### src/hw/rtl/integer_to_ascii_radix_macros.svh
// Assertion macros for the integer to ASCII converter.
`ifndef INTEGER_TO_ASCII_RADIX_MACROS_SVH
`define INTEGER_TO_ASCII_RADIX_MACROS_SVH

// Check that the consequent holds in the same cycle as the antecedent.
`define I2A_CHECK_NOW(lbl, ante, cons, msg) \
  lbl: assert property (@(posedge clk) disable iff (!rst_n) (ante) |-> (cons)) \
    else $error(msg);

// Check that the consequent holds in the cycle after the antecedent.
`define I2A_CHECK_NEXT(lbl, ante, cons, msg) \
  lbl: assert property (@(posedge clk) disable iff (!rst_n) (ante) |=> (cons)) \
    else $error(msg);

`endif

### src/hw/rtl/i2a_pkg.sv
// Shared types, codes and helpers of the integer to ASCII converter.
package i2a_pkg;

  localparam int VALUE_WIDTH_DEF = 32;
  localparam int QUEUE_DEPTH     = 2;

  localparam logic [7:0] CH_ZERO  = 8'h30;
  localparam logic [7:0] CH_LOW_A = 8'h61;
  localparam logic [7:0] CH_MINUS = 8'h2d;
  localparam logic [7:0] CH_X     = 8'h78;
  localparam logic [7:0] CH_B     = 8'h62;

  typedef enum logic [1:0] {
    CMD_DEC = 2'd0,
    CMD_HEX = 2'd1,
    CMD_BIN = 2'd2
  } cmd_e;

  typedef struct packed {
    logic [1:0]         command;
    logic signed [31:0] value;
  } in_item_t;

  typedef struct packed {
    logic [7:0] character;
    logic       last;
  } out_item_t;

  // Classified request as it travels through the queue (magnitude goes alongside).
  typedef struct packed {
    cmd_e cmd;
    logic neg;
  } ctl_t;

  typedef enum logic [2:0] {
    BK_IDLE,
    BK_BCD,
    BK_SIGN,
    BK_PFX0,
    BK_PFX1,
    BK_DIGITS
  } back_state_e;

  function automatic logic [7:0] digit_char(input logic [3:0] d);
    logic [7:0] ch;
    if (d < 4'd10) begin
      ch = CH_ZERO + {4'b0000, d};
    end else begin
      ch = CH_LOW_A + {4'b0000, d} - 8'd10;
    end
    return ch;
  endfunction

endpackage

### src/hw/rtl/integer_to_ascii_radix.sv
// Top level of the integer to ASCII converter: front end, request queue, back end.

// Converts a signed VALUE_WIDTH-bit integer to ASCII text, one character per
// result request, with last set on the final character. Command DEC prints an
// optional '-' and the decimal magnitude (the most negative value prints its full
// magnitude); HEX prints "0x" and BIN prints "0b", then the two's complement
// pattern in lowercase digits. Leading zeros are suppressed; zero prints a single
// '0' after any prefix. Requests with command 3 are dropped and produce nothing.
// Flow: the front end takes a request in any cycle in which the two-entry
// queue has room, so up to two requests can wait while one is converted. The
// back end works on one request at a time: it takes it from the queue, then for
// decimal runs VALUE_WIDTH steps of binary-to-BCD conversion (one
// shift-and-adjust step a cycle), emits the sign if negative, and then works
// through the floor(VALUE_WIDTH*0.30103)+1 BCD digit positions, emitting each
// or dropping it as a leading zero. Hex emits "0x" and then works through
// ceil(VALUE_WIDTH/4) digit positions, binary "0b" and then VALUE_WIDTH digit
// positions; digit positions go at one per cycle while the result channel does
// not stall. A registered output stage parts the back end from the result
// channel, so a stalled consumer holds the back end only when the next character
// is ready; leading-zero positions are dropped even while stalled.

`include "integer_to_ascii_radix_macros.svh"

module integer_to_ascii_radix #(
  parameter int VALUE_WIDTH = i2a_pkg::VALUE_WIDTH_DEF
) (
  input  logic               clk,
  input  logic               rst_n,
  input  logic               in_valid,
  output logic               in_ready,
  input  i2a_pkg::in_item_t  in_item,
  output logic               out_valid,
  input  logic               out_ready,
  output i2a_pkg::out_item_t out_item
);

  localparam int Q_DATA_W = $bits(i2a_pkg::ctl_t) + VALUE_WIDTH;

  logic                   q_push;
  logic                   q_full;
  logic                   q_pop;
  logic                   q_valid;
  i2a_pkg::ctl_t          push_ctl;
  logic [VALUE_WIDTH-1:0] push_mag;
  i2a_pkg::ctl_t          pop_ctl;
  logic [VALUE_WIDTH-1:0] pop_mag;
  logic [Q_DATA_W-1:0]    q_rd_data;

  // Classify the request: drop unused commands, split sign from magnitude.
  i2a_front #(
    .VALUE_WIDTH(VALUE_WIDTH)
  ) u_front (
    .in_valid (in_valid),
    .in_ready (in_ready),
    .in_item  (in_item),
    .q_full   (q_full),
    .q_push   (q_push),
    .q_ctl    (push_ctl),
    .q_mag    (push_mag)
  );

  // Hold classified requests so the front keeps accepting while text streams out.
  i2a_queue #(
    .DATA_W(Q_DATA_W)
  ) u_queue (
    .clk     (clk),
    .rst_n   (rst_n),
    .push    (q_push),
    .wr_data ({push_ctl, push_mag}),
    .full    (q_full),
    .pop     (q_pop),
    .valid   (q_valid),
    .rd_data (q_rd_data)
  );

  assign pop_ctl = i2a_pkg::ctl_t'(q_rd_data[Q_DATA_W-1:VALUE_WIDTH]);
  assign pop_mag = q_rd_data[VALUE_WIDTH-1:0];

  // Convert and stream characters through the output register.
  i2a_back #(
    .VALUE_WIDTH(VALUE_WIDTH)
  ) u_back (
    .clk       (clk),
    .rst_n     (rst_n),
    .q_valid   (q_valid),
    .q_ctl     (pop_ctl),
    .q_mag     (pop_mag),
    .q_pop     (q_pop),
    .out_valid (out_valid),
    .out_ready (out_ready),
    .out_item  (out_item)
  );

  // The back end only takes from a non-empty queue.
  `I2A_CHECK_NOW(a_pop_nonempty, q_pop, q_valid, "request taken from empty queue")

  // One request at a time: a take is never followed by another take.
  `I2A_CHECK_NEXT(a_pop_spaced, q_pop, !q_pop, "back end took two requests in a row")

  // Every accepted request with a known command reaches the queue.
  `I2A_CHECK_NOW(a_push_known,
    in_valid && in_ready && (in_item.command == i2a_pkg::CMD_DEC
      || in_item.command == i2a_pkg::CMD_HEX || in_item.command == i2a_pkg::CMD_BIN),
    q_push, "accepted request not queued")

  // Every character sent is printable text, never a null byte.
  `I2A_CHECK_NOW(a_char_nonzero, out_valid, out_item.character != 8'h00,
    "null character on result channel")

endmodule

### src/hw/rtl/i2a_front.sv
// Front end: accepts requests, drops unused commands, forms sign and magnitude.
module i2a_front #(
  parameter int VALUE_WIDTH = i2a_pkg::VALUE_WIDTH_DEF
) (
  input  logic                     in_valid,
  output logic                     in_ready,
  input  i2a_pkg::in_item_t        in_item,
  input  logic                     q_full,
  output logic                     q_push,
  output i2a_pkg::ctl_t            q_ctl,
  output logic [VALUE_WIDTH-1:0]   q_mag
);

  logic [VALUE_WIDTH-1:0] pattern;
  logic                   is_dec;
  logic                   known_cmd;

  assign pattern   = in_item.value[VALUE_WIDTH-1:0];
  assign is_dec    = in_item.command == i2a_pkg::CMD_DEC;
  assign known_cmd = is_dec || in_item.command == i2a_pkg::CMD_HEX
                     || in_item.command == i2a_pkg::CMD_BIN;

  assign in_ready = !q_full;
  // Drop requests with an unused command: they produce no text.
  assign q_push   = in_valid && !q_full && known_cmd;

  always_comb begin
    q_ctl.cmd = i2a_pkg::cmd_e'(in_item.command);
    q_ctl.neg = is_dec && pattern[VALUE_WIDTH-1];
    if (q_ctl.neg) begin
      q_mag = (~pattern) + {{(VALUE_WIDTH-1){1'b0}}, 1'b1};
    end else begin
      q_mag = pattern;
    end
  end

endmodule

### src/hw/rtl/i2a_queue.sv
// Short request queue between front and back end.
module i2a_queue #(
  parameter int DATA_W = 8
) (
  input  logic              clk,
  input  logic              rst_n,
  input  logic              push,
  input  logic [DATA_W-1:0] wr_data,
  output logic              full,
  input  logic              pop,
  output logic              valid,
  output logic [DATA_W-1:0] rd_data
);

  localparam int DEPTH = i2a_pkg::QUEUE_DEPTH;
  localparam int PTR_W = $clog2(DEPTH);
  localparam int CNT_W = $clog2(DEPTH + 1);

  logic [DATA_W-1:0] mem_r [DEPTH];
  logic [PTR_W-1:0]  wr_ptr_r, wr_ptr_nxt;
  logic [PTR_W-1:0]  rd_ptr_r, rd_ptr_nxt;
  logic [CNT_W-1:0]  count_r, count_nxt;
  logic              do_push, do_pop;

  assign full    = count_r == CNT_W'(DEPTH);
  assign valid   = count_r != '0;
  assign rd_data = mem_r[rd_ptr_r];
  assign do_push = push && !full;
  assign do_pop  = pop && valid;

  always_comb begin
    wr_ptr_nxt = wr_ptr_r;
    rd_ptr_nxt = rd_ptr_r;
    count_nxt  = count_r;
    if (do_push) begin
      wr_ptr_nxt = (wr_ptr_r == PTR_W'(DEPTH - 1)) ? '0 : wr_ptr_r + PTR_W'(1);
    end
    if (do_pop) begin
      rd_ptr_nxt = (rd_ptr_r == PTR_W'(DEPTH - 1)) ? '0 : rd_ptr_r + PTR_W'(1);
    end
    if (do_push && !do_pop) begin
      count_nxt = count_r + CNT_W'(1);
    end else if (do_pop && !do_push) begin
      count_nxt = count_r - CNT_W'(1);
    end
  end

  always_ff @(posedge clk) begin
    if (!rst_n) begin
      wr_ptr_r <= '0;
      rd_ptr_r <= '0;
      count_r  <= '0;
    end else begin
      wr_ptr_r <= wr_ptr_nxt;
      rd_ptr_r <= rd_ptr_nxt;
      count_r  <= count_nxt;
    end
  end

  always_ff @(posedge clk) begin
    if (do_push) begin
      mem_r[wr_ptr_r] <= wr_data;
    end
  end

endmodule

### src/hw/rtl/i2a_back.sv
// Back end: converts one request to text and streams it through an output register.
module i2a_back #(
  parameter int VALUE_WIDTH = i2a_pkg::VALUE_WIDTH_DEF
) (
  input  logic                   clk,
  input  logic                   rst_n,
  input  logic                   q_valid,
  input  i2a_pkg::ctl_t          q_ctl,
  input  logic [VALUE_WIDTH-1:0] q_mag,
  output logic                   q_pop,
  output logic                   out_valid,
  input  logic                   out_ready,
  output i2a_pkg::out_item_t     out_item
);

  localparam int DEC_DIGITS = (VALUE_WIDTH * 30103) / 100000 + 1;
  localparam int DEC_W      = 4 * DEC_DIGITS;
  localparam int HEX_DIGITS = (VALUE_WIDTH + 3) / 4;
  localparam int HEX_W      = 4 * HEX_DIGITS;
  localparam int DIG_W      = DEC_W;
  localparam int CNT_W      = $clog2(VALUE_WIDTH + 1);

  i2a_pkg::back_state_e   state_r, state_nxt;
  i2a_pkg::cmd_e          cmd_r, cmd_nxt;
  logic                   neg_r, neg_nxt;
  logic                   started_r, started_nxt;
  logic [VALUE_WIDTH-1:0] shift_r, shift_nxt;
  logic [DIG_W-1:0]       dig_r, dig_nxt;
  logic [CNT_W-1:0]       cnt_r, cnt_nxt;
  logic                   out_valid_r, out_valid_nxt;
  i2a_pkg::out_item_t     out_item_r, out_item_nxt;

  logic                   can_load;
  logic                   load;
  logic [3:0]             dig_top;
  logic [DIG_W-1:0]       dig_shift;
  logic [DEC_W-1:0]       bcd_adj;
  logic                   last_digit;

  assign can_load   = !out_valid_r || out_ready;
  assign last_digit = cnt_r == CNT_W'(1);
  assign out_valid  = out_valid_r;
  assign out_item   = out_item_r;

  always_comb begin
    if (cmd_r == i2a_pkg::CMD_BIN) begin
      dig_top   = {3'b000, dig_r[DIG_W-1]};
      dig_shift = dig_r << 1;
    end else begin
      dig_top   = dig_r[DIG_W-1 -: 4];
      dig_shift = dig_r << 4;
    end
    // Add three to every BCD digit of five or more before the shift.
    for (int i = 0; i < DEC_DIGITS; i++) begin
      if (dig_r[4*i +: 4] >= 4'd5) begin
        bcd_adj[4*i +: 4] = dig_r[4*i +: 4] + 4'd3;
      end else begin
        bcd_adj[4*i +: 4] = dig_r[4*i +: 4];
      end
    end
  end

  always_comb begin
    state_nxt    = state_r;
    cmd_nxt      = cmd_r;
    neg_nxt      = neg_r;
    started_nxt  = started_r;
    shift_nxt    = shift_r;
    dig_nxt      = dig_r;
    cnt_nxt      = cnt_r;
    out_item_nxt = out_item_r;
    q_pop        = 1'b0;
    load         = 1'b0;
    unique case (state_r)
      i2a_pkg::BK_IDLE: begin
        if (q_valid) begin
          q_pop       = 1'b1;
          cmd_nxt     = q_ctl.cmd;
          neg_nxt     = q_ctl.neg;
          started_nxt = 1'b0;
          shift_nxt   = q_mag;
          if (q_ctl.cmd == i2a_pkg::CMD_DEC) begin
            dig_nxt   = '0;
            cnt_nxt   = CNT_W'(VALUE_WIDTH);
            state_nxt = i2a_pkg::BK_BCD;
          end else if (q_ctl.cmd == i2a_pkg::CMD_HEX) begin
            dig_nxt   = DIG_W'(q_mag) << (DIG_W - HEX_W);
            cnt_nxt   = CNT_W'(HEX_DIGITS);
            state_nxt = i2a_pkg::BK_PFX0;
          end else begin
            dig_nxt   = DIG_W'(q_mag) << (DIG_W - VALUE_WIDTH);
            cnt_nxt   = CNT_W'(VALUE_WIDTH);
            state_nxt = i2a_pkg::BK_PFX0;
          end
        end
      end
      i2a_pkg::BK_BCD: begin
        dig_nxt   = {bcd_adj[DEC_W-2:0], shift_r[VALUE_WIDTH-1]};
        shift_nxt = shift_r << 1;
        if (last_digit) begin
          cnt_nxt   = CNT_W'(DEC_DIGITS);
          state_nxt = neg_r ? i2a_pkg::BK_SIGN : i2a_pkg::BK_DIGITS;
        end else begin
          cnt_nxt = cnt_r - CNT_W'(1);
        end
      end
      i2a_pkg::BK_SIGN: begin
        if (can_load) begin
          load         = 1'b1;
          out_item_nxt = '{character: i2a_pkg::CH_MINUS, last: 1'b0};
          state_nxt    = i2a_pkg::BK_DIGITS;
        end
      end
      i2a_pkg::BK_PFX0: begin
        if (can_load) begin
          load         = 1'b1;
          out_item_nxt = '{character: i2a_pkg::CH_ZERO, last: 1'b0};
          state_nxt    = i2a_pkg::BK_PFX1;
        end
      end
      i2a_pkg::BK_PFX1: begin
        if (can_load) begin
          load         = 1'b1;
          out_item_nxt = '{character: (cmd_r == i2a_pkg::CMD_HEX) ? i2a_pkg::CH_X
                                                                   : i2a_pkg::CH_B,
                            last: 1'b0};
          state_nxt    = i2a_pkg::BK_DIGITS;
        end
      end
      i2a_pkg::BK_DIGITS: begin
        if (dig_top == 4'd0 && !started_r && !last_digit) begin
          // Drop a leading zero without emitting it.
          dig_nxt = dig_shift;
          cnt_nxt = cnt_r - CNT_W'(1);
        end else if (can_load) begin
          load         = 1'b1;
          out_item_nxt = '{character: i2a_pkg::digit_char(dig_top), last: last_digit};
          dig_nxt      = dig_shift;
          cnt_nxt      = cnt_r - CNT_W'(1);
          started_nxt  = 1'b1;
          if (last_digit) begin
            state_nxt = i2a_pkg::BK_IDLE;
          end
        end
      end
      default: begin
        state_nxt = i2a_pkg::BK_IDLE;
      end
    endcase

    if (load) begin
      out_valid_nxt = 1'b1;
    end else if (out_ready) begin
      out_valid_nxt = 1'b0;
    end else begin
      out_valid_nxt = out_valid_r;
    end
  end

  always_ff @(posedge clk) begin
    if (!rst_n) begin
      state_r     <= i2a_pkg::BK_IDLE;
      out_valid_r <= 1'b0;
    end else begin
      state_r     <= state_nxt;
      out_valid_r <= out_valid_nxt;
    end
  end

  always_ff @(posedge clk) begin
    cmd_r      <= cmd_nxt;
    neg_r      <= neg_nxt;
    started_r  <= started_nxt;
    shift_r    <= shift_nxt;
    dig_r      <= dig_nxt;
    cnt_r      <= cnt_nxt;
    out_item_r <= out_item_nxt;
  end

endmodule
### config.mk
export PLATFORM = sky130hd
export DESIGN_NAME = integer_to_ascii_radix
export DESIGN_NICKNAME = d
export VERILOG_FILES = /design/src/hw/rtl/i2a_pkg.sv /design/src/hw/rtl/integer_to_ascii_radix.sv /design/src/hw/rtl/i2a_front.sv /design/src/hw/rtl/i2a_queue.sv /design/src/hw/rtl/i2a_back.sv
export VERILOG_INCLUDE_DIRS = /design/src /design/src/hw/rtl
export SDC_FILE = /design/constraint.sdc
export NUM_CORES = 1
export LEC_CHECK = 0
export ABC_AREA = 1
export BUFFER_PORTS_ARGS = -buffer_cell sky130_fd_sc_hd__buf_2
export CAP_MARGIN = 0
export CELL_PAD_IN_SITES_DETAIL_PLACEMENT = 1
export CELL_PAD_IN_SITES_GLOBAL_PLACEMENT = 1
export CORE_UTILIZATION = 45
export DETAILED_ROUTE_END_ITERATION = 10
export PLACE_DENSITY = 0.88
export SLEW_MARGIN = 20
export SYNTH_ARGS = -nofsm -noshare
export SYNTH_HDL_FRONTEND = slang
export SYNTH_SLANG_ARGS = --single-unit
### constraint.sdc
create_clock -name clk -period 2.7 [get_ports clk]
set_input_delay 0.405 -clock clk [delete_from_list [all_inputs] [get_ports clk]]
set_output_delay 0.405 -clock clk [all_outputs]
set_load 0.005 [all_outputs]
## Word-level counts from Yosys, hierarchy flattened

Memory sizes are Yosys's and may differ from the RTL's. A register that Yosys moved wholly into a read port is not among the register bits.
Index checks and enable logic that the tools add are counted.

| storage, ports and cells | value |
|---|---|
| memories | 1 |
| output and inout port bits | 11 |
| logic and storage cells | 168 |
| memory bits (writable) | 70 |
| register bits after elaboration | 99 |
| input port bits | 38 |

Memory list:

| memory | words | width | read ports | clocked after Yosys merged registers in | wr ports | line | text |
|---|---|---|---|---|---|---|---|
| u_queue.mem_r | 2 | 35 | 1 | 1 | 1 | i2a_queue.sv:19 | `logic [DATA_W-1:0] mem_r [DEPTH];` |

| cells by class | value |
|---|---|
| magnitude comparators | 11 |
| equality and inequality tests | 22 |
| reductions and logical operators | 37 |
| add/subtract/negate cells | 19 |
| mux-type cells | 64 |
| bitwise logic cells | 1 |

Operators with widths:

| cell | count |
|---|---|
| $mux 40 | 5 |
| $pmux 40 s3 | 1 |
| $mux 32 | 2 |
| $pmux 32 s2 | 1 |
| $mux 9 | 5 |
| $ge 4x3->1 const B | 10 |
| $mux 4 | 10 |
| $add 4x2->4 const B | 9 |
| $mux 6 | 6 |
| $pmux 9 s4 | 1 |
| $add 32x1->32 const B | 1 |
| $not 32->32 | 1 |
| $mux 3 | 9 |
| $pmux 6 s3 | 1 |
| $mux 1 | 15 |
| $pmux 3 s5 | 1 |
| $ne 2x1->1 const B | 7 |
| $reduce_bool 2->1 | 5 |
| $logic_and 1x1->1 | 9 |
| $add 7x4->8 const A | 1 |
| $mux 8 | 1 |
| $sub 8x4->8 const B | 1 |
| $add 6x4->7 const A | 1 |
| $reduce_and 7->1 | 1 |
| other kinds (30) | 50 |

## Longest topological paths before layout

Gate-level depths: netlist of run 1.

| logic depth | value |
|---|---|
| depth in word-level cells | 9 |
| mapped depth | 14 |
| depth with buffers taken out | 13 |

## By module

A second synthesis of run 1 with hierarchy kept.

| unflattened totals | value |
|---|---|
| cell total of the unflattened synthesis | 1,052 |
| area, all modules | 9,709.3 µm² |

Modules (own cells, without submodules):

| module | times used | cells each | area an instance (µm²) | sequential area each (µm²) |
|---|---|---|---|---|
| i2a_back | 1 | 678 | 5,690.5 | 2,782.7 |
| i2a_queue | 1 | 146 | 2,925.3 | 2,202.1 |
| i2a_front | 1 | 228 | 1,093.5 | 0.0 |

## Least setup slack after synthesis of run 1

OpenSTA, ideal clock, no wires.

| timing path | value |
|---|---|
| path kind | register to register |
| start | register u_queue.count_r[0] |
| end | memory u_queue.mem_r[1][0] in the netlist's numbering, enable pin |
| stages on the path, launching flop included | 5 |
| clock period less this slack | 2,578 ps |
| path buffers | 0 |
| arrival time | 2,149 ps |
| setup time | 429 ps |
| path slack | 122 ps |
| data required time | 2,271 ps |
| cell sequence | dfxtp_1 > inv_1 > nand2_1 > o211ai_1 > nor2_1 |

| between the ends | value |
|---|---|
| longest elaborated chain between the ends | 7 |

RTL lines:

| item | line | text |
|---|---|---|
| from (decl) | i2a_queue.sv:22 | `logic [CNT_W-1:0] count_r, count_nxt;` |
| from (signal assigned) | i2a_queue.sv:56 | `count_r <= count_nxt;` |
| $eq 2x2->1 * | i2a_queue.sv:25 | `assign full = count_r == CNT_W'(DEPTH);` |
| $logic_not 1->1 * | n/a |  |
| named net in_ready | integer_to_ascii_radix.sv:30 | `output logic in_ready,` |
| $logic_and 1x1->1 (2 in a row) | i2a_front.sv:25 | `assign q_push = in_valid && !q_full && known_cmd;` |
| $logic_and 1x1->1 * | i2a_queue.sv:28 | `assign do_push = push && !full;` |
| $mux 1 * | i2a_queue.sv:61 | `if (do_push) begin` |
| $mux 1 (implied by the code) * | i2a_queue.sv:62 | `mem_r[wr_ptr_r] <= wr_data;` |
| to (decl) | i2a_queue.sv:19 |  |

The timed path passes the listed nets; every way through them passes the cells marked *.

## Worst setup path after layout of run 1

| timing path | value |
|---|---|
| start | register u_back.cmd_r[0] |
| end | register u_back.dig_r[26], enable pin |

| between the ends | value |
|---|---|
| longest elaborated chain between the ends | 7 |

RTL lines:

| item | line | text |
|---|---|---|
| from (decl) | i2a_back.sv:24 | `i2a_pkg::cmd_e cmd_r, cmd_nxt;` |
| from (signal assigned) | i2a_back.sv:171 | `cmd_r <= cmd_nxt;` |
| $eq 2x2->1 | i2a_back.sv:46 | `if (cmd_r == i2a_pkg::CMD_BIN) begin` |
| $mux 4 | i2a_back.sv:46 |  |
| $logic_not 4->1 | i2a_back.sv:131 | `if (dig_top == 4'd0 && !started_r && !last_digit) begin` |
| $logic_and 1x1->1 (2 in a row) | i2a_back.sv:131 |  |
| $ne 3x1->1 (no line) | n/a |  |
| $reduce_and 3->1 (no line) | n/a |  |
| to (signal assigned) | i2a_back.sv:175 | `dig_r <= dig_nxt;` |
| to (decl) | i2a_back.sv:28 | `logic [DIG_W-1:0] dig_r, dig_nxt;` |

No other way between the ends.
A chain may end at the register's enable or synchronous reset.

==> results of run 1 <==
layer usage:
metal  up-vias  global-route usage  wire length, um  part of all wire
met5         -                   0                0                 0
met4         0              0.0781              436             0.017
met3        33              0.0292              959             0.037
met2       195               0.447            13500              0.51
met1      3905               0.322            11400              0.43
li1       3787                   -                -                 -
through the flow:
stage                     utilization  setup slack (ns)  instances  cell area (um^2)
after floorplan                     -             0.122       1090              9440
final                           0.520             0.324       1418             10600
after global placement          0.489             0.528       1386              9970
after detailed placement        0.489             0.347       1386              9970
after CTS                       0.520             0.332       1418             10600
after global routing            0.520             0.140       1418             10600
power groups by stage:
| stage | Sequential, uW | Combinational, uW | Clock (uW) |
|---|---|---|---|
| 5_1_grt | 5120 | 5360 | 2620 |
| 2_1_floorplan | 4780 | 3300 | 0 |
| 3_3_place_gp | 4960 | 4440 | 0 |
| 4_1_cts | 5020 | 4820 | 2520 |
| 6_report | 5040 | 4840 | 2500 |
| 3_5_place_dp | 5040 | 4720 | 0 |
cell families after synthesis:
logic type               synth area share
AND/OR/NAND/NOR                     0.210
AO/OA/AOI/OAI                       0.129
flip-flops                          0.528
buffers and inverters              0.0713
XOR/XNOR                           0.0251
adder cells (fa/ha/maj)            0.0345
other                            0.000796
multiplexers                      0.00106
state kept, by name (all words and copies together), names as in the netlist, named ones only:
| signal | flops |
|---|---|
| u_back.cmd_r | 2 |
| u_back.cnt_r | 6 |
| u_back.dig_r | 40 |
| u_back.neg_r | 1 |
| u_back.out_item | 8 |
| u_back.out_valid | 1 |
| u_back.shift_r | 32 |
| u_back.started_r | 1 |
| u_back.state_r | 3 |
| u_queue.count_r | 2 |
| u_queue.mem_r | 70 |
| u_queue.rd_ptr_r | 1 |
| u_queue.wr_ptr_r | 1 |
how the worst max path moves through the flow:
stage	from	end	slack [ns]	cells past startpoint
final	u_back.cmd_r[0]$_DFFE_PP_	u_back.dig_r[26]$_DFFE_PP_	0.32	13
after global routing	u_back.cmd_r[0]$_DFFE_PP_	u_back.dig_r[25]$_DFFE_PP_	0.14	13
after CTS	u_back.cmd_r[0]$_DFFE_PP_	u_back.dig_r[25]$_DFFE_PP_	0.33	13
after detailed placement	u_back.cmd_r[0]$_DFFE_PP_	u_back.dig_r[26]$_DFFE_PP_	0.35	13
after global placement	u_back.cmd_r[0]$_DFFE_PP_	u_back.dig_r[25]$_DFFE_PP_	0.53	13
after floorplan	u_queue.count_r[0]$_SDFFE_PN0P_	u_queue.mem_r[1][0]$_DFFE_PP_	0.12	4
cell usage after synthesis, drive strengths merged:
cell,instances
nor2,127
xnor2,7
nor3,6
and3,1
nand3b,1
o31ai,1
o22ai,3
edfxtp,160
dfxtp,9
o21bai,1
nor3b,1
o21ai,104
o221ai,7
xor2,20
nand4,10
clkbuf,10
and2,1
conb,2
o211ai,22
o21a,1
nand3,70
a21oi,57
a22oi,3
ha,26
nand2,258
buf,28
inv,128
mux2i,1
a31oi,19
or2,6
cell type report:
type | instances | area (um^2)
flip-flops and latches | 169 | 4980
repair buffers | 64 | 375
well taps | 270 | 338
clock inverters | 15 | 194
multi-input cells | 755 | 3790
inverters | 128 | 480
clock buffers | 17 | 425
fillers | 2394 | 9780
critical path, delay by kind of cell (launching register included):
family                   cells  cell delay, ns
flip-flops                   1            0.41
adder cells (fa/ha/maj)      1            0.22
AO/OA/AOI/OAI                2            0.38
buffers and inverters        5            0.54
AND/OR/NAND/NOR              5            0.48
==> flow_summary.ini, run 1 <==
[timing]
slew_at_the_pin_closest_to_its_max_slew_limit_ns = 1.03
fin_worst_hold_slack_ns = 0.159
achievable-frequency_mhz = 421
fin_crit_ns = 2.38
slew_violations = 0
timing_hold_violations_final = 0
clock_skew_ns = 0.0123
min_period_over_period = 0.880
unrepaired_setup_endpoints_after_global_routing = no
final.setup.tns_ns = 0
max_slew_headroom = 0.315
report.final.setup_viol = 0

[hold_path]
hold_path_startpoint = in_item[32]
worst_hold_end = u_queue.mem_r[1][33]$_DFFE_PP_
hold_path_depth = 1
holdCritPathClass = in -> reg

[setup_path]
worst-r2r-cell-count = 13
reg2reg_from = u_back.cmd_r[0]$_DFFE_PP_
worst-path-max-fanout = 46
crit_type = reg -> reg
path_common_cell = sky130_fd_sc_hd__nand2_1
crit_slowest_cell = sky130_fd_sc_hd__edfxtp_1
worstReg2RegEnd = u_back.dig_r[26]$_DFFE_PP_
worst_path_required_time_ns = 2.82
worst_setup_path_end_kind = flip-flop
ff2ff_setup_slack_ns = 0.32
kind_of_start_point_of_the_critical_path = flip-flop
cp_data_arrival_time_ns = 2.50
worst_path_largest_cell_delay_ns = 0.41
cp_cell_sequence = inv_1 -> nand2_1 -> o21ai_0 -> ha_1 -> inv_1 -> nor2_1 -> nand3_1 -> nand2_1 -> inv_2 -> nand2_1 -> o211ai_1 -> inv_2 -> buf_12

[routing]
totalWireLength_mm = 26.3
routed_via_density = 5.59
route.detailed.wl_per_inst_um = 18.5
detailroute.via_count = 7920
detailedRoute.firstPassIterationCount = 5
drc = 0
drtIter0Drc = 547
antenna_left = 0

[floorplanning]
fp.dieW_um = 147
placeableCoreArea_um2 = 20400
initial_utilization = 0.463
floorplan.die_area_um2 = 21600
ports = 49
floorplan.rows = 52
die_height_um = 147

[global_route]
grt_util_all_layers = 0.252
grt_pass1_vias = 8114
grt_pass1_wl_mm = 42.4
grt_antenna_before_repair = 0
grt_start_max_net_pins = 47
grt_overflow = 0

[yosys]
yosysTopAreaCell = sky130_fd_sc_hd__edfxtp_1
synth_top_area_cells = sky130_fd_sc_hd__edfxtp_1 (51%), sky130_fd_sc_hd__nand2_1 (10%), sky130_fd_sc_hd__nor2_1 (5.0%)
post_synth.cell_area_avg_um2 = 8.66
syn_nets = 1154
yosysSeqAreaShare = 0.528
postSynthCellCount = 1090
netlist-cell-type-count = 39
yosysWarnings = 0
synth_largest_type_area_fraction = 0.509
netlist_area_um2 = 9440
ys_seq_elements = 169

[clock_network]
cts_num_sinks = 169
post-cts-setup-buffers = 0
clockBufferDepth = 2
cts-resized-gates = 0
cts_tree = yes
cts_max_level = 4
clock-root-buffer = sky130_fd_sc_hd__clkbuf_16
cts_buffers = 17
clkTransAtPathRegs_ns = 0.08
postCtsHoldBufs = 0
clock_insertion_delay_worst_skew_ns = 0.45

[final_layout]
area_growth_syn_to_layout_pct = 12.2
diodes = 0
nNetsFinal = 1199
post_route_cells_drive_above_1_share = 0.102
layout.cells.most_common_list = sky130_fd_sc_hd__nand2_1 (255), sky130_fd_sc_hd__edfxtp_1 (160), sky130_fd_sc_hd__nor2_1 (123)
most_common_cell_after_layout_fill_and_taps_aside = sky130_fd_sc_hd__nand2_1

[power_and_ir_drop]
net-switching-power_uw = 5340
p_int_uw = 7040
pwr-share-comb = 0.391
clkPwrFrac = 0.202
power.sequential.fraction = 0.407
peakVddDrop_uv = 676
switching_share = 0.431
total_power_uw = 12400
leakage_uw = 0.00440
pwr_density_cell_nw_per_um2 = 1170

[placed_design]
place.detailed.hpwl_mm = 18.8
gp_routability_congestion = 0.870
io_buffers = 47

[outcome]
result_of_the_run = complete, no violations

[job]
cap_viol_max_count = 0
No activity file was read; power rests on OpenSTA's default activity.
==> inputs of run 2 (changes only) <==
Settings changed: CELL_PAD_IN_SITES_DETAIL_PLACEMENT 1 to 0, CELL_PAD_IN_SITES_GLOBAL_PLACEMENT 1 to 2, CORE_UTILIZATION 45 to 38, PLACE_DENSITY 0.88 to 0.9.
==> flow_summary.ini, run 2 (synthesis results as in run 1) <==
[setup_path]
kind_of_start_point_of_the_critical_path = flip-flop
cp_data_arrival_time_ns = 2.41
crit_type = reg -> reg
worst-path-max-fanout = 19
worstReg2RegEnd = u_back.dig_r[30]$_DFFE_PP_
reg2reg_from = u_back.cmd_r[0]$_DFFE_PP_
worst_path_required_time_ns = 2.83
worst-r2r-cell-count = 13
ff2ff_setup_slack_ns = 0.42
worst_setup_path_end_kind = flip-flop

[floorplanning]
floorplan.die_area_um2 = 25500
die_height_um = 160
initial_utilization = 0.388
ports = 49
floorplan.rows = 57
placeableCoreArea_um2 = 24300
fp.dieW_um = 160

[global_route]
grt_util_all_layers = 0.181
grt_overflow = 0
grt_pass1_vias = 7084
met3_usage = 0.0234
globalRouteMet2Util = 0.301
grt_start_max_net_pins = 47
grt_pass1_wl_mm = 36.7
top_usage_layer = met2
grt_antenna_before_repair = 0
grt_use_met1 = 0.251

[final_layout]
regMostFlops = u_queue.mem_r
layout.filler_cells = 2392
nNetsFinal = 1202
post_route_cells_drive_above_1_share = 0.104
diodes = 0
layout_top_registers = u_queue.mem_r (70), u_back.dig_r (40), u_back.shift_r (32)
most_common_cell_after_layout_fill_and_taps_aside = sky130_fd_sc_hd__nand2_1
area_growth_syn_to_layout_pct = 13.4
layout.cells.most_common_list = sky130_fd_sc_hd__nand2_1 (255), sky130_fd_sc_hd__edfxtp_1 (160), sky130_fd_sc_hd__nor2_1 (123)
number_of_flip_flops_in_the_largest_register = 70

[power_and_ir_drop]
peakVddDrop_uv = 538
pwr_density_cell_nw_per_um2 = 1120
leakage_uw = 0.00441

[routing]
detailroute.via_count = 7434
antenna_left = 0
totalWireLength_mm = 22.5
routed_via_density = 5.04
route.detailed.wl_per_inst_um = 15.2
detailedRoute.firstPassIterationCount = 4
drtIter0Drc = 510
drc = 0

[clock_network]
clock-root-buffer = sky130_fd_sc_hd__clkbuf_16
cts_num_sinks = 169
clock_insertion_delay_worst_skew_ns = 0.43
clockBufferDepth = 2
cts_buffers = 17
postCtsHoldBufs = 0
post-cts-setup-buffers = 0
clkTransAtPathRegs_ns = 0.07
cts_tree = yes
cts_max_level = 4
cts-resized-gates = 0

[placed_design]
gp_routability_congestion = 0.842
io_buffers = 47
place.detailed.hpwl_mm = 16.4

[job]
cap_viol_max_count = 0

[hold_path]
holdCritPathClass = in -> reg
worst_hold_end = u_queue.mem_r[0][34]$_DFFE_PP_
hold_path_depth = 1
hold_path_startpoint = in_item[33]

[timing]
unrepaired_setup_endpoints_after_global_routing = no
clock_skew_ns = 0.0107
final.setup.tns_ns = 0
achievable-frequency_mhz = 438
fin_worst_hold_slack_ns = 0.177
min_period_over_period = 0.846
max_slew_headroom = 0.588
fin_crit_ns = 2.28
slew_at_the_pin_closest_to_its_max_slew_limit_ns = 0.616
timing_hold_violations_final = 0
slew_violations = 0
report.final.setup_viol = 0

[outcome]
result_of_the_run = complete, no violations
-- run 2: cell types whose count changed in the layout (fill, tap and decap cells not counted), sizes merged --
cell / delta
buf: +3
bufinv: +1
clkbuf: +1
clkinv: -3
clkinvlp: +3
inv: -2
-- run 2: per-layer routing --
layer | part of all wire | up-vias
li1 | - | 3797
met1 | 0.49 | 3471
met2 | 0.47 | 144
met3 | 0.033 | 22
met4 | 0.010 | 0
met5 | 0 | -
-- run 2: worst max path at each step --
| stage | start | end | slack, ns |
|---|---|---|---|
| final | u_back.cmd_r[0]$_DFFE_PP_ | u_back.dig_r[30]$_DFFE_PP_ | 0.42 |
| after global routing | u_back.cmd_r[0]$_DFFE_PP_ | u_back.dig_r[30]$_DFFE_PP_ | 0.23 |
| after CTS | u_back.cmd_r[0]$_DFFE_PP_ | u_back.dig_r[29]$_DFFE_PP_ | 0.38 |
| after detailed placement | u_back.cmd_r[0]$_DFFE_PP_ | u_back.dig_r[33]$_DFFE_PP_ | 0.41 |
| after global placement | u_back.cmd_r[0]$_DFFE_PP_ | u_back.dig_r[33]$_DFFE_PP_ | 0.46 |
| after floorplan | u_queue.count_r[0]$_SDFFE_PN0P_ | u_queue.mem_r[1][0]$_DFFE_PP_ | 0.12 |
-- run 2: worst max-delay path: stages (launching register included) --
cell and delay, ns:
sky130_fd_sc_hd__edfxtp_1 0.41, sky130_fd_sc_hd__inv_1 0.09, sky130_fd_sc_hd__nand2_1 0.11, sky130_fd_sc_hd__o21ai_0 0.24
sky130_fd_sc_hd__ha_1 0.19, sky130_fd_sc_hd__inv_1 0.04, sky130_fd_sc_hd__nor2_1 0.08, sky130_fd_sc_hd__nand3_1 0.10
sky130_fd_sc_hd__nand2_1 0.09, sky130_fd_sc_hd__inv_2 0.04, sky130_fd_sc_hd__nand2_1 0.05, sky130_fd_sc_hd__o211ai_1 0.09
sky130_fd_sc_hd__inv_2 0.23, sky130_fd_sc_hd__buf_12 0.21
-- run 2: through the flow --
step | area (um^2) | std cells | total power (uW) | setup slack (ns) | util
2_1_floorplan | 9440 | 1090 | 8090 | 0.122 | -
3_3_place_gp | 10100 | 1443 | 9610 | 0.457 | 0.415
3_5_place_dp | 10100 | 1443 | 9650 | 0.408 | 0.415
4_1_cts | 10700 | 1475 | 12100 | 0.385 | 0.440
5_1_grt | 10700 | 1475 | 12900 | 0.226 | 0.440
6_report | 10700 | 1475 | 12000 | 0.417 | 0.440
-- run 2: final cells by class --
class,instances,area [um^2],share of cell area
Sequential cell,169,4980,0.466
Clock inverter,14,160,0.0150
Timing Repair Buffer,67,435,0.0407
Inverter,128,480,0.0449
Tap cell,324,405,0.0379
Multi-Input combinational cell,755,3790,0.355
Clock buffer,18,439,0.0410
-- run 2: report_power, final --
part           internal (uW)  switching, uW
Clock                   1330           1100
Sequential              4320            617
Combinational           1520           3130
Total                   7180           4850
